--- src/rtl/fabric_path_record_walker_macros.svh ---
// ---------------------------------------------------------------------------
// Path record walker assertion macros
// Shared concurrent check forms, clocked on i_clk, held off during reset.
// ---------------------------------------------------------------------------
`ifndef FABRIC_PATH_RECORD_WALKER_MACROS_SVH
`define FABRIC_PATH_RECORD_WALKER_MACROS_SVH

// same-cycle implication
`define FPW_CHECK_IMPL(lbl, ante, cons) \
    lbl: assert property (@(posedge i_clk) disable iff (!i_rst_n) (ante) |-> (cons)) \
        else $error("path walker check failed");

// next-cycle implication
`define FPW_CHECK_NEXT(lbl, ante, cons) \
    lbl: assert property (@(posedge i_clk) disable iff (!i_rst_n) (ante) |=> (cons)) \
        else $error("path walker check failed");

`endif

--- src/rtl/fpw_pkg.sv ---
// ---------------------------------------------------------------------------
// Path record walker package
// Table sizes, payload types, controller/datapath command and status types.
// ---------------------------------------------------------------------------
package fpw_pkg;

    localparam int PORT_ENTRIES   = 256;
    localparam int LINK_ENTRIES   = 256;
    localparam int SWITCH_ENTRIES = 64;
    localparam int BLOCK_ENTRIES  = 256;
    localparam int HOP_LIMIT      = 64;
    localparam int BLOCK_BYTES    = 64;

    localparam int PORT_AW = $clog2(PORT_ENTRIES);
    localparam int LINK_AW = $clog2(LINK_ENTRIES);
    localparam int TOP_AW  = $clog2(SWITCH_ENTRIES);
    localparam int BLK_AW  = $clog2(BLOCK_ENTRIES);
    localparam int POS_W   = $clog2(BLOCK_BYTES);
    localparam int IDX_W   = 9;

    localparam logic [7:0] NO_PATH_BYTE = 8'hFF;

    typedef enum logic [2:0] {
        ACT_PORT_LOAD  = 3'd0,
        ACT_LINK_LOAD  = 3'd1,
        ACT_TOP_LOAD   = 3'd2,
        ACT_BLOCK_LOAD = 3'd3,
        ACT_BYTE_LOAD  = 3'd4,
        ACT_QUERY      = 3'd5
    } t_action;

    typedef enum logic [1:0] {
        ST_OK     = 2'd0,
        ST_NOPATH = 2'd1,
        ST_ERR    = 2'd2
    } t_status;

    typedef enum logic [1:0] {
        CFG_PORT_USED   = 2'd0,
        CFG_LINK_USED   = 2'd1,
        CFG_SWITCH_USED = 2'd2,
        CFG_BLOCK_USED  = 2'd3
    } t_cfg_index;

    typedef struct packed {
        logic [2:0]  action;
        logic [7:0]  slot;
        logic [15:0] first_lid;
        logic [7:0]  first_port;
        logic [15:0] second_lid;
        logic [7:0]  second_port;
        logic        first_is_switch;
        logic        second_is_switch;
        logic [4:0]  link_rate;
        logic [3:0]  port_mtu;
    } t_item;

    typedef struct packed {
        logic [1:0] status;
        logic [3:0] path_mtu;
        logic [4:0] path_rate;
        logic [6:0] hop_count;
    } t_result;

    typedef enum logic [1:0] {
        TBL_PORT = 2'd0,
        TBL_LINK = 2'd1,
        TBL_TOP  = 2'd2,
        TBL_BLK  = 2'd3
    } t_tbl;

    typedef enum logic [2:0] {
        KEY_SRC = 3'd0,
        KEY_DST = 3'd1,
        KEY_FWD = 3'd2,
        KEY_CUR = 3'd3,
        KEY_TO  = 3'd4
    } t_key;

    typedef struct packed {
        logic    scan_clr;
        logic    scan_inc;
        t_tbl    tbl;
        t_key    key;
        logic    rd_cur;
        logic    cap_sp;
        logic    cap_dp;
        logic    cap_port;
        logic    merge;
        logic    inc_hop;
        logic    cap_link;
        logic    cap_blk;
        logic    cap_out;
        logic    fwd_src;
        logic    fwd_to;
        logic    finish;
        t_status fin_status;
    } t_cmd;

    typedef struct packed {
        logic hit;
        logic last;
        logic empty;
        logic idx_is_dp;
        logic port_is_dp;
        logic rd_sw;
        logic top_bad;
        logic byte_nopath;
        logic hop_over;
        logic src_sw;
        logic out_busy;
    } t_stat;

    // position of a rate code in the speed order; unknown codes rank lowest
    function automatic logic [4:0] rate_rank(input logic [4:0] code);
        logic [4:0] rank;
        case (code)
            5'd2:    rank = 5'd1;
            5'd3:    rank = 5'd3;
            5'd4:    rank = 5'd6;
            5'd5:    rank = 5'd2;
            5'd6:    rank = 5'd5;
            5'd7:    rank = 5'd8;
            5'd8:    rank = 5'd9;
            5'd9:    rank = 5'd11;
            5'd10:   rank = 5'd12;
            5'd11:   rank = 5'd4;
            5'd12:   rank = 5'd10;
            5'd13:   rank = 5'd14;
            5'd14:   rank = 5'd15;
            5'd15:   rank = 5'd7;
            5'd16:   rank = 5'd13;
            5'd17:   rank = 5'd16;
            5'd18:   rank = 5'd17;
            default: rank = 5'd0;
        endcase
        return rank;
    endfunction

endpackage

--- src/rtl/fpw_ctrl.sv ---
// ---------------------------------------------------------------------------
// Path record walker controller
// Sequences table scans for one query and hands the outcome to the datapath.
// ---------------------------------------------------------------------------
module fpw_ctrl
    import fpw_pkg::*;
(
    input  logic  i_clk,
    input  logic  i_rst_n,
    input  logic  i_take,
    input  t_item i_item,
    input  t_stat i_stat,
    output t_cmd  o_cmd,
    output logic  o_stall
);

    typedef enum logic [3:0] {
        S_IDLE, S_START, S_SCAN_RD, S_SCAN_CMP, S_FWD, S_BYTE_RD, S_BYTE,
        S_OUT, S_HOPCHK, S_CUR_RD, S_CUR, S_TO, S_FIN
    } t_state;

    typedef enum logic [2:0] {
        STEP_SP, STEP_DP, STEP_TOP, STEP_BLK, STEP_OUT, STEP_LINK, STEP_TO
    } t_step;

    t_state  r_state, n_state;
    t_step   r_step, n_step;
    logic    r_mid, n_mid;
    t_status r_fin, n_fin;

    assign o_stall = (r_state != S_IDLE);

    always_comb begin
        n_state = r_state;
        n_step  = r_step;
        n_mid   = r_mid;
        n_fin   = r_fin;
        o_cmd   = '0;
        o_cmd.tbl        = TBL_PORT;
        o_cmd.key        = KEY_SRC;
        o_cmd.fin_status = r_fin;
        case (r_state)
            S_IDLE: begin
                if (i_take && t_action'(i_item.action) == ACT_QUERY) begin
                    n_state = S_START;
                    n_mid   = 1'b0;
                end
            end
            S_START: begin
                o_cmd.scan_clr = 1'b1;
                n_step = STEP_SP;
                n_fin  = ST_ERR;
                n_state = i_stat.empty ? S_FIN : S_SCAN_RD;
            end
            S_SCAN_RD: n_state = S_SCAN_CMP;
            S_SCAN_CMP: begin
                if (i_stat.hit) begin
                    case (r_step)
                        STEP_SP: begin
                            o_cmd.cap_sp   = 1'b1;
                            o_cmd.scan_clr = 1'b1;
                            o_cmd.key      = KEY_DST;
                            n_step  = STEP_DP;
                            n_state = S_SCAN_RD;
                        end
                        STEP_DP: begin
                            o_cmd.cap_dp = 1'b1;
                            if (i_stat.src_sw) begin
                                o_cmd.fwd_src = 1'b1;
                                n_state = S_FWD;
                            end else begin
                                n_state = S_CUR_RD;
                            end
                        end
                        STEP_TOP: begin
                            if (i_stat.top_bad) begin
                                n_fin   = ST_ERR;
                                n_state = S_FIN;
                            end else begin
                                o_cmd.scan_clr = 1'b1;
                                o_cmd.tbl      = TBL_BLK;
                                o_cmd.key      = KEY_FWD;
                                n_step = STEP_BLK;
                                if (i_stat.empty) begin
                                    n_fin   = ST_NOPATH;
                                    n_state = S_FIN;
                                end else begin
                                    n_state = S_SCAN_RD;
                                end
                            end
                        end
                        STEP_BLK: begin
                            o_cmd.cap_blk = 1'b1;
                            n_state = S_BYTE_RD;
                        end
                        STEP_OUT: begin
                            o_cmd.cap_port = 1'b1;
                            if (r_mid) begin
                                o_cmd.merge   = 1'b1;
                                o_cmd.inc_hop = 1'b1;
                                n_state = S_HOPCHK;
                            end else begin
                                n_state = S_CUR_RD;
                            end
                        end
                        STEP_LINK: begin
                            o_cmd.cap_link = 1'b1;
                            n_state = S_TO;
                        end
                        STEP_TO: begin
                            o_cmd.cap_port = 1'b1;
                            if (i_stat.idx_is_dp) begin
                                n_state = S_CUR_RD;
                            end else if (!i_stat.rd_sw) begin
                                // host port in the middle of the path
                                n_fin   = ST_ERR;
                                n_state = S_FIN;
                            end else begin
                                o_cmd.merge  = 1'b1;
                                o_cmd.fwd_to = 1'b1;
                                n_mid   = 1'b1;
                                n_state = S_FWD;
                            end
                        end
                        default: begin
                            n_fin   = ST_ERR;
                            n_state = S_FIN;
                        end
                    endcase
                end else if (i_stat.last) begin
                    // a missing block header reads as no path
                    n_fin   = (r_step == STEP_BLK) ? ST_NOPATH : ST_ERR;
                    n_state = S_FIN;
                end else begin
                    o_cmd.scan_inc = 1'b1;
                    n_state = S_SCAN_RD;
                end
            end
            S_FWD: begin
                o_cmd.scan_clr = 1'b1;
                o_cmd.tbl      = TBL_TOP;
                o_cmd.key      = KEY_FWD;
                n_step = STEP_TOP;
                n_fin  = ST_ERR;
                n_state = i_stat.empty ? S_FIN : S_SCAN_RD;
            end
            S_BYTE_RD: n_state = S_BYTE;
            S_BYTE: begin
                o_cmd.cap_out = 1'b1;
                if (i_stat.byte_nopath) begin
                    n_fin   = ST_NOPATH;
                    n_state = S_FIN;
                end else begin
                    n_state = S_OUT;
                end
            end
            S_OUT: begin
                o_cmd.scan_clr = 1'b1;
                o_cmd.key      = KEY_FWD;
                n_step = STEP_OUT;
                n_fin  = ST_ERR;
                n_state = i_stat.empty ? S_FIN : S_SCAN_RD;
            end
            S_HOPCHK: begin
                if (i_stat.hop_over) begin
                    n_fin   = ST_ERR;
                    n_state = S_FIN;
                end else begin
                    n_state = S_CUR_RD;
                end
            end
            S_CUR_RD: begin
                o_cmd.rd_cur = 1'b1;
                n_state = S_CUR;
            end
            S_CUR: begin
                if (i_stat.port_is_dp) begin
                    o_cmd.merge = 1'b1;
                    n_fin   = ST_OK;
                    n_state = S_FIN;
                end else begin
                    o_cmd.scan_clr = 1'b1;
                    o_cmd.tbl      = TBL_LINK;
                    o_cmd.key      = KEY_CUR;
                    n_step = STEP_LINK;
                    n_fin  = ST_ERR;
                    n_state = i_stat.empty ? S_FIN : S_SCAN_RD;
                end
            end
            S_TO: begin
                o_cmd.scan_clr = 1'b1;
                o_cmd.key      = KEY_TO;
                n_step = STEP_TO;
                n_fin  = ST_ERR;
                n_state = i_stat.empty ? S_FIN : S_SCAN_RD;
            end
            S_FIN: begin
                // hold until the result register is free
                if (!i_stat.out_busy) begin
                    o_cmd.finish = 1'b1;
                    n_state = S_IDLE;
                end
            end
            default: n_state = S_IDLE;
        endcase
    end

    always_ff @(posedge i_clk) begin
        if (!i_rst_n) begin
            r_state <= S_IDLE;
            r_step  <= STEP_SP;
            r_mid   <= 1'b0;
            r_fin   <= ST_OK;
        end else begin
            r_state <= n_state;
            r_step  <= n_step;
            r_mid   <= n_mid;
            r_fin   <= n_fin;
        end
    end

endmodule

--- config.mk ---
export PLATFORM = sky130hd
export DESIGN_NAME = fpw_ctrl
export DESIGN_NICKNAME = d
export VERILOG_FILES = /design/src/rtl/fabric_path_record_walker_macros.svh /design/src/rtl/fpw_pkg.sv /design/src/rtl/fpw_ctrl.sv
export SDC_FILE = /design/constraint.sdc
export NUM_CORES = 1
export LEC_CHECK = 0
export BUFFER_PORTS_ARGS = -buffer_cell sky130_fd_sc_hd__buf_2
export CAP_MARGIN = 10
export CELL_PAD_IN_SITES_DETAIL_PLACEMENT = 2
export CELL_PAD_IN_SITES_GLOBAL_PLACEMENT = 2
export CORE_UTILIZATION = 17
export CTS_CLUSTER_SIZE = 24
export DETAILED_ROUTE_END_ITERATION = 7
export GPL_TIMING_DRIVEN = 0
export HOLD_SLACK_MARGIN = 0.15
export PLACE_DENSITY = 0.8
export SYNTH_ARGS = -nofsm -noshare
export SYNTH_HDL_FRONTEND = slang
export SYNTH_SLANG_ARGS = --single-unit
--- constraint.sdc ---
create_clock -name i_clk -period 2.29 [get_ports i_clk]
set_clock_uncertainty 0.2 [all_clocks]
set_input_delay 0.229 -clock i_clk [delete_from_list [all_inputs] [get_ports i_clk]]
set_output_delay 0.229 -clock i_clk [all_outputs]
set_load 0.005 [all_outputs]
==> impl_metrics.yaml, run 1 <==
outcome:
  status: "completed"
power_and_ir_drop:
  p_sw_w: 0.0005870
  pwr-share-comb_pct: 65.2
  p_int_w: 0.0006383
  p_seq_share_pct: 19.1
  cellPowerDensity_nw_per_um2: 787.3
  p_leak_nw: 0.6785
  vdd_drop_max_uv: 200.0
  p_clk_share_pct: 15.8
  switching_share_pct: 47.91
routing:
  drc: 0
  initialDrtViolationCount: 63
  viasPerCell: 5.072
  drtAntennaViolNets: 0
  wire_per_inst_um: 17.88
  first_pass_iters: 5
  num_vias: 1471
  wirelength_mm: 5.185
worst_setup_path:
  cp_max_fo: 3
  critPathTopFamily: "simple AND/OR/NAND/NOR gates"
  crit_chain: "and4bb_2 > and2_4 > nand2_4 > or4_4 > nand3_1 > buf_2"
  rrSetupSlack_ns: 0.14
  crit_required_ns: 1.86
  crit_path_start_kind: "register"
  reg2reg_depth: 7
  r2r-end: "r_fin[1]"
  max_stage_delay_ns: 0.47
  crit_type: "reg -> out"
  path_buf_inv: 1
  r2r_start: "r_state[3]"
  crit_arrival_ns: 1.82
  slowest_stage: "or4_4"
  end_kind: "output port"
global_route:
  track_usage_pct: 14.89
  antenna_found_initial: 0
  grt_pass1_wl_mm: 8.321
  grt_max_degree: 11
  grt_pass1_vias: 1606
  grt-ovfl-total: 0
clocking:
  htreeDepth: 1
  cts_tree: "yes"
  cts_sinks: 10
  clkLatencyLatePin_ns: 0.24
  clockRootBuffer: "clkbuf_8"
  clk_pin_slew_worst_paths_ns: 0.05
  cts_max_path_buffers: 2
  cts_buffers: 3
final_layout:
  stdcell_count: 290
  drive_above_1_share_pct: 33.33
  postLayoutCoreUtil_pct: 24.37
  syn2layout_area_growth_pct: 37.16
  nNetsFinal: 299
  nFillCells: 788
  final_area_um2: 1556
  insertedDiodeCount: 0
timing:
  grt_setup_unrepaired: "false"
  finalSetupTns_ns: 0
  relSlewSlack_pct: 68.85
  drv_slew: 0
  max_freq_mhz: 445.3
  period_share_pct: 98.07
  worst_slew_pin_slew_ns: 0.4651
  period_needed_ns: 2.246
  timing.final.hold_violations: 0
  setup_viol_count_final: 0
floorplan:
  row_count: 29
  core_um2: 6386
  start_util_pct: 17.77
  die_h_um: 83.71
  fp.dieW_um: 83.71
  dieArea_um2: 7007
  num_io_pins: 106
min_path:
  hp-class: "in -> reg"
  min_path_cells: 3
  whs_endpoint: "r_mid"
  hold_start: "i_stat[5]"
placed_design:
  place_inst: 280
  gp_congestion: 0.9131
  hpwl_mm: 3.956
  port_buffers: 38
  dpl-instance-area_um2: 1421
logic_synthesis:
  synth_cell_types: 57
  synth_area_um2: 1135
  yosys_warnings: 0
  synthTopCellsByArea: "dfxtp_1 18%, nand2_1 5.6%, nor2_1 5.3%"
  ys_seq_area_share_pct: 17.64
  yosysMostFrequentCell: "nand2_1"
  avgSynthCellArea_um2: 6.878
  ys.flop_type: "dfxtp_1"
  ys_ff_latch: 10
  ys_top_cells_by_count: "17 x nand2_1, 16 x nor2_1, 10 x dfxtp_1"
  yosysTopAreaCell: "dfxtp_1"
  syn-num-nets: 249
  async_flop_share_pct: 0
  synth_cells: 165
  synth_top_area_share_pct: 17.64
  synth-edff-count: 0
job:
  drv_cap: 0
worst max path at each step:
stage | cells after the start | slack (ns) | from | to
after floorplan | 6 | 0.37 | r_state[3] | o_cmd[15]
after global placement | 7 | 0.06 | r_state[1] | o_cmd[17]
after detailed placement | 7 | 0.02 | r_state[1] | o_cmd[17]
after CTS | 7 | -0.02 | r_state[1] | o_cmd[17]
after global routing | 6 | 0.002 | r_state[2] | o_cmd[9]
final | 6 | 0.04 | r_state[2] | o_cmd[15]
through the flow:
stage | hold slack, ns | setup slack (ns) | total power (W)
after floorplan | 0.2291 | 0.3729 | 0.0007463
after global placement | 0.2633 | 0.05624 | 0.0009571
after detailed placement | 0.2761 | 0.01551 | 0.0009852
after CTS | 0.1606 | -0.02146 | 0.001222
after global routing | 0.1928 | 0.002246 | 0.001309
final | 0.1611 | 0.04423 | 0.001225
power groups by stage:
stage	Clock [W]	Sequential [W]	Combinational, W
3_3_place_gp	0	0.000234	0.000723
5_1_grt	0.000205	0.000236	0.000868
2_1_floorplan	0	0.000227	0.000519
6_report	0.000193	0.000233	0.000799
3_5_place_dp	0	0.000236	0.000749
4_1_cts	0.000199	0.000232	0.000791
cells in the final DEF, fill, tap and decap left out, drive strengths merged, types with 3 or more instances in the layout:
cell type | netlist | final
a211oi | 3 | 3
a21oi | 8 | 8
a22o | 3 | 3
a31oi | 3 | 3
and2 | 4 | 4
buf | 8 | 52
clkbuf | 4 | 7
dfxtp | 10 | 10
inv | 6 | 6
nand2 | 17 | 17
nand2b | 5 | 5
nand3 | 8 | 8
nor2 | 17 | 17
nor2b | 5 | 5
nor3 | 7 | 7
o211ai | 4 | 4
o21ai | 10 | 10
o31ai | 4 | 4
or2 | 3 | 3
worst reg2reg max path, cell delays in order, from the launching register on:
cell and delay, ns:
dfxtp_4 0.33, buf_4 0.16, buf_4 0.14, or4bb_1 0.55
a21oi_2 0.23, a221o_1 0.22, a311o_1 0.14, a21boi_1 0.06
state kept, by name (all words and copies together) (netlist names):
register and flops:
r_step 3, r_fin 2, r_state 4, r_mid 1
final cells by class:
type | count | area [um^2] | area share, %
repair buffers | 47 | 260.3 | 16.72
multi-input cells | 136 | 870.8 | 55.95
well taps | 77 | 96.34 | 6.190
plain buffers | 10 | 48.80 | 3.135
inverters | 7 | 26.28 | 1.688
clock buffers | 3 | 41.29 | 2.653
flip-flops and latches | 10 | 212.7 | 13.67
timing repair:
item	in CTS	in global routing
buffers inserted	8	0
hold buffers	1	0
gates resized for setup	11	7
setup endpoints to repair	5	7
pin swaps	2	1
hold endpoints to repair	1	0
metal layers:
metal / up-vias / GRT usage [%] / part of all wire (%)
met1: 718 / 18.02 / 46
met2: 30 / 26.90 / 50
li1: 715 / - / -
met5: - / 0 / 0
met4: 0 / 3.236 / 0.98
met3: 8 / 3.066 / 3.4
logic make-up after synthesis:
logic type / synth area share (%)
simple gates: 36.05
compound gates: 35.72
buf+inv: 8.157
flops: 17.64
xor+xnor: 1.544
mux: 0.8821
Note: power is estimated with default switching activity, not from simulation.
==> run 2: changes to the inputs <==
--- a/config.mk
+++ b/config.mk
@@ -9,12 +9,12 @@
 export CAP_MARGIN = 10
 export CELL_PAD_IN_SITES_DETAIL_PLACEMENT = 2
 export CELL_PAD_IN_SITES_GLOBAL_PLACEMENT = 2
-export CORE_UTILIZATION = 17
+export CORE_UTILIZATION = 18
 export CTS_CLUSTER_SIZE = 24
 export DETAILED_ROUTE_END_ITERATION = 7
 export GPL_TIMING_DRIVEN = 0
 export HOLD_SLACK_MARGIN = 0.15
-export PLACE_DENSITY = 0.8
+export PLACE_DENSITY = 0.84
 export SYNTH_ARGS = -nofsm -noshare
 export SYNTH_HDL_FRONTEND = slang
 export SYNTH_SLANG_ARGS = --single-unit
==> constraint.sdc (replaced) <==
create_clock -name i_clk -period 2.77 [get_ports i_clk]
set_clock_uncertainty 0.2 [all_clocks]
set_input_delay 0.277 -clock i_clk [delete_from_list [all_inputs] [get_ports i_clk]]
set_output_delay 0.277 -clock i_clk [all_outputs]
set_load 0.005 [all_outputs]
==> impl_metrics.yaml, run 2 (same netlist as run 1, synthesis figures left out) <==
global_route:
  antenna_found_initial: 0
  grt_pass1_wl_mm: 8.142
  grt-ovfl-total: 0
  grt_max_degree: 11
  track_usage_pct: 16.48
  grt_pass1_vias: 1552
timing:
  timing.final.hold_violations: 0
  setup_ws_ns: 0.1970
  period_needed_ns: 2.573
  drv_slew: 0
  grt_setup_unrepaired: "false"
  setup_viol_count_final: 0
  relSlewSlack_pct: 69.66
  finalHoldWorstSlack_ns: 0.1799
  worst_slew_pin_slew_ns: 0.4530
  finalSetupTns_ns: 0
  period_share_pct: 92.89
  max_freq_mhz: 388.7
worst_setup_path:
  path_buf_inv: 2
  crit_required_ns: 2.29
  critPathTopFamily: "simple AND/OR/NAND/NOR gates"
  crit_arrival_ns: 2.10
  max_stage_delay_ns: 0.46
  end_kind: "output port"
  crit_chain: "buf_4 > and4bb_1 > and2_2 > nand2_1 > or4_4 > o31ai_1 > buf_2"
  cp_max_fo: 10
  crit_type: "reg -> out"
  crit_path_start_kind: "register"
  slowest_stage: "or4_4"
placed_design:
  gp_congestion: 0.9286
  dpl-instance-area_um2: 1419
  port_buffers: 38
  place_inst: 278
  pre_cts_ws_ns: 0.4484
  hpwl_mm: 4.025
clocking:
  ctsResizeCount: 0
  htreeDepth: 1
  cts_sinks: 10
  cts_tree: "yes"
  holdBufCountCts: 0
  clk_pin_slew_worst_paths_ns: 0.06
  clkLatencyLatePin_ns: 0.24
  cts_buffers: 3
  cts_setup_buffers: 0
  cts_max_path_buffers: 2
  clockRootBuffer: "clkbuf_8"
final_layout:
  nFillCells: 749
  syn2layout_area_growth_pct: 28.67
  reg_top3: "r_state (4), r_step (3), r_fin (2)"
  final_common_cell: "buf_2"
  final_cell_mix: "43 x buf_2, 17 x nand2_1, 16 x nor2_1, 10 x dfxtp_1"
  drive_above_1_share_pct: 26.70
  stdcell_count: 281
  regMostFlops: "r_state"
  nNetsFinal: 292
  insertedDiodeCount: 0
  final_area_um2: 1460
  largest_reg_flops: 4
routing:
  first_pass_iters: 4
  wire_per_inst_um: 18.32
  initialDrtViolationCount: 56
  wirelength_mm: 5.149
  drc: 0
  viasPerCell: 5.153
  drtAntennaViolNets: 0
  num_vias: 1448
floorplan:
  row_count: 28
  core_um2: 5991
  num_io_pins: 106
  dieArea_um2: 6626
  start_util_pct: 18.94
  die_h_um: 81.40
  fp.dieW_um: 81.40
power_and_ir_drop:
  p_leak_nw: 0.6208
  cellPowerDensity_nw_per_um2: 682.3
  vdd_drop_max_uv: 205.2
job:
  drv_cap: 0
min_path:
  hp-class: "in -> reg"
outcome:
  status: "completed"
run 2: worst min-delay path: stages:
cell and delay [ns]:
buf_2 0.11, nand2_1 0.06, a2111o_1 0.09, nand2_1 0.05
run 2: worst paths after layout:
check                  start          to  slack [ns]  cells after the start
hold / removal       i_rst_n    r_fin[0]        0.18                      4
hold reg to reg     r_fin[1]    r_fin[1]        0.27                      2
setup reg to reg  r_state[2]  r_state[2]        0.76                      6
setup / recovery  r_state[1]   o_cmd[17]        0.20                      7
run 2: per-stage QoR:
step	utilization, %	power, W
after floorplan	-	0.0006170
after global placement	23.68	0.0007894
after detailed placement	23.68	0.0008090
after CTS	24.37	0.0009943
after global routing	24.37	0.001074
final	24.37	0.0009962
run 2: area by class of cell:
type	count	area (um^2)	share of cell area, %
plain buffers	12	66.31	4.542
inverters	7	26.28	1.799
flip-flops and latches	10	200.2	13.71
well taps	75	93.84	6.427
multi-input cells	136	842.1	57.67
clock buffers	3	41.29	2.828
repair buffers	38	190.2	13.02
run 2: routing by layer:
metal / track usage [%] / vias up / share of wire, % / wire length (um)
met5: 0 / - / 0 / 0
met1: 20.29 / 710 / 45 / 2312
met4: 5.179 / 0 / 2.1 / 106
met3: 2.809 / 10 / 3.6 / 187
met2: 28.75 / 32 / 49 / 2543
li1: - / 696 / - / -
run 2: power breakdown:
group / switching, W / internal (W) / total, W / leakage (nW)
clock network: 0.0000696 / 0.0000961 / 0.000166 / 0.0216
logic: 0.000396 / 0.000241 / 0.000638 / 0.518
registers: 0.0000240 / 0.000169 / 0.000193 / 0.0811
total: 0.000490 / 0.000506 / 0.000996 / 0.621
==> run 3: changes to the inputs <==
--- a/config.mk
+++ b/config.mk
@@ -9,6 +9,7 @@
 export CAP_MARGIN = 10
 export CELL_PAD_IN_SITES_DETAIL_PLACEMENT = 2
 export CELL_PAD_IN_SITES_GLOBAL_PLACEMENT = 2
+export CORE_ASPECT_RATIO = 1.5
 export CORE_UTILIZATION = 18
 export CTS_CLUSTER_SIZE = 24
 export DETAILED_ROUTE_END_ITERATION = 7
==> impl_metrics.yaml, run 3 (same netlist as run 1, synthesis figures left out) <==
outcome:
  status: "completed"
worst_setup_path:
  cp_max_fo: 10
  r2r_start: "r_state[1]"
  rrSetupSlack_ns: 0.72
  r2r-end: "r_step[2]"
  crit_type: "reg -> out"
  crit_arrival_ns: 2.13
  reg2reg_depth: 6
  crit_path_start_kind: "register"
  end_kind: "output port"
  crit_required_ns: 2.29
clocking:
  cts_tree: "yes"
  htreeDepth: 1
  cts_max_path_buffers: 2
  cts_buffers: 3
  clkLatencyLatePin_ns: 0.25
  cts_sinks: 10
  ctsResizeCount: 0
  cts_setup_buffers: 0
  clockRootBuffer: "clkbuf_8"
  clk_pin_slew_worst_paths_ns: 0.06
  holdBufCountCts: 0
timing:
  period_share_pct: 94.06
  finalSetupTns_ns: 0
  timing.final.hold_violations: 0
  setup_viol_count_final: 0
  drv_slew: 0
  max_freq_mhz: 383.8
  relSlewSlack_pct: 66.19
  worst_slew_pin_slew_ns: 0.5072
  period_needed_ns: 2.605
  grt_setup_unrepaired: "false"
floorplan:
  core_um2: 6131
  num_io_pins: 106
  row_count: 35
  die_h_um: 99.25
  fp.dieW_um: 66.83
  dieArea_um2: 6633
  start_util_pct: 18.51
job:
  drv_cap: 0
routing:
  first_pass_iters: 5
  wire_per_inst_um: 18.37
  drtAntennaViolNets: 0
  initialDrtViolationCount: 63
  drc: 0
  viasPerCell: 5.313
  num_vias: 1493
  wirelength_mm: 5.161
final_layout:
  regMostFlops: "r_state"
  reg_top3: "r_state (4), r_step (3), r_fin (2)"
  insertedDiodeCount: 0
  stdcell_count: 281
  final_common_cell: "buf_2"
  syn2layout_area_growth_pct: 29.77
  drive_above_1_share_pct: 27.05
  nNetsFinal: 292
  final_cell_mix: "43 x buf_2, 17 x nand2_1, 16 x nor2_1, 10 x dfxtp_1"
  largest_reg_flops: 4
power_and_ir_drop:
  cellPowerDensity_nw_per_um2: 695.3
  switching_share_pct: 47.67
  p_seq_share_pct: 18.8
  p_leak_nw: 0.6280
  vdd_drop_max_uv: 133.3
  pwr-share-comb_pct: 61.7
  p_int_w: 0.0005358
  p_sw_w: 0.0004881
  p_clk_share_pct: 19.4
placed_design:
  gp_congestion: 0.9024
  hpwl_mm: 4.198
  port_buffers: 38
  place_inst: 277
min_path:
  hp-class: "in -> reg"
  whs_endpoint: "r_fin[0]"
  min_path_cells: 4
  hold_start: "i_rst_n"
global_route:
  grt_pass1_vias: 1585
  antenna_found_initial: 0
  track_usage_pct: 16.41
  grt_max_degree: 11
  grt_pass1_wl_mm: 8.176
  grt-ovfl-total: 0
## run 3: through the flow
stage	worst slack [ns]	cell area (um^2)	hold slack, ns	utilization, %	power (W)
final	0.1646	1473	0.1694	24.02	0.001024
after global routing	0.04910	1473	0.2004	24.02	0.001095
after CTS	0.1514	1473	0.1845	24.02	0.001022
after detailed placement	0.4125	1418	0.2757	23.12	0.0008221
after global placement	0.5343	1418	0.2593	23.12	0.0007955
after floorplan	0.8049	1135	0.2524	-	0.0006170
## run 3: cell type report
cell class	instances	area [um^2]
fillers	733	4658
multi-input cells	136	842.1
repair buffers	38	190.2
clock buffers	4	55.05
plain buffers	12	66.31
flip-flops and latches	10	200.2
well taps	74	92.59
inverters	7	26.28
## run 3: critical path, cell delays in order, from the launching register on
cell	delay, ns
dfxtp_1	0.37
buf_4	0.18
and4bb_1	0.28
and2_2	0.25
nand2_1	0.11
or4_4	0.45
o31ai_1	0.09
buf_2	0.15
## run 3: worst max-delay path by stage
stage | start | slack (ns) | cells after the start | end
2_1_floorplan | r_state[3] | 0.80 | 6 | o_cmd[15]
3_3_place_gp | r_state[1] | 0.53 | 7 | o_cmd[17]
3_5_place_dp | r_state[1] | 0.41 | 7 | o_cmd[17]
4_1_cts | r_state[1] | 0.15 | 7 | o_cmd[17]
5_1_grt | r_state[1] | 0.05 | 7 | o_cmd[17]
6_report | r_state[1] | 0.16 | 7 | o_cmd[17]
## run 3: metal layers
layer | wire [um] | track usage [%] | vias to the layer above
met5 | 0 | 0 | -
met4 | 202 | 8.347 | 0
met3 | 174 | 2.752 | 15
met2 | 2729 | 30.38 | 43
met1 | 2055 | 16.98 | 737
li1 | - | - | 698
## run 3: power by group through the flow
stage	combinational (W)	clock (W)	sequential (W)
finish	0.000632	0.000199	0.000193
global route	0.000691	0.000207	0.000196
CTS	0.000632	0.000197	0.000193
detailed placement	0.000626	0	0.000196
global placement	0.000601	0	0.000194
floorplan	0.000429	0	0.000188
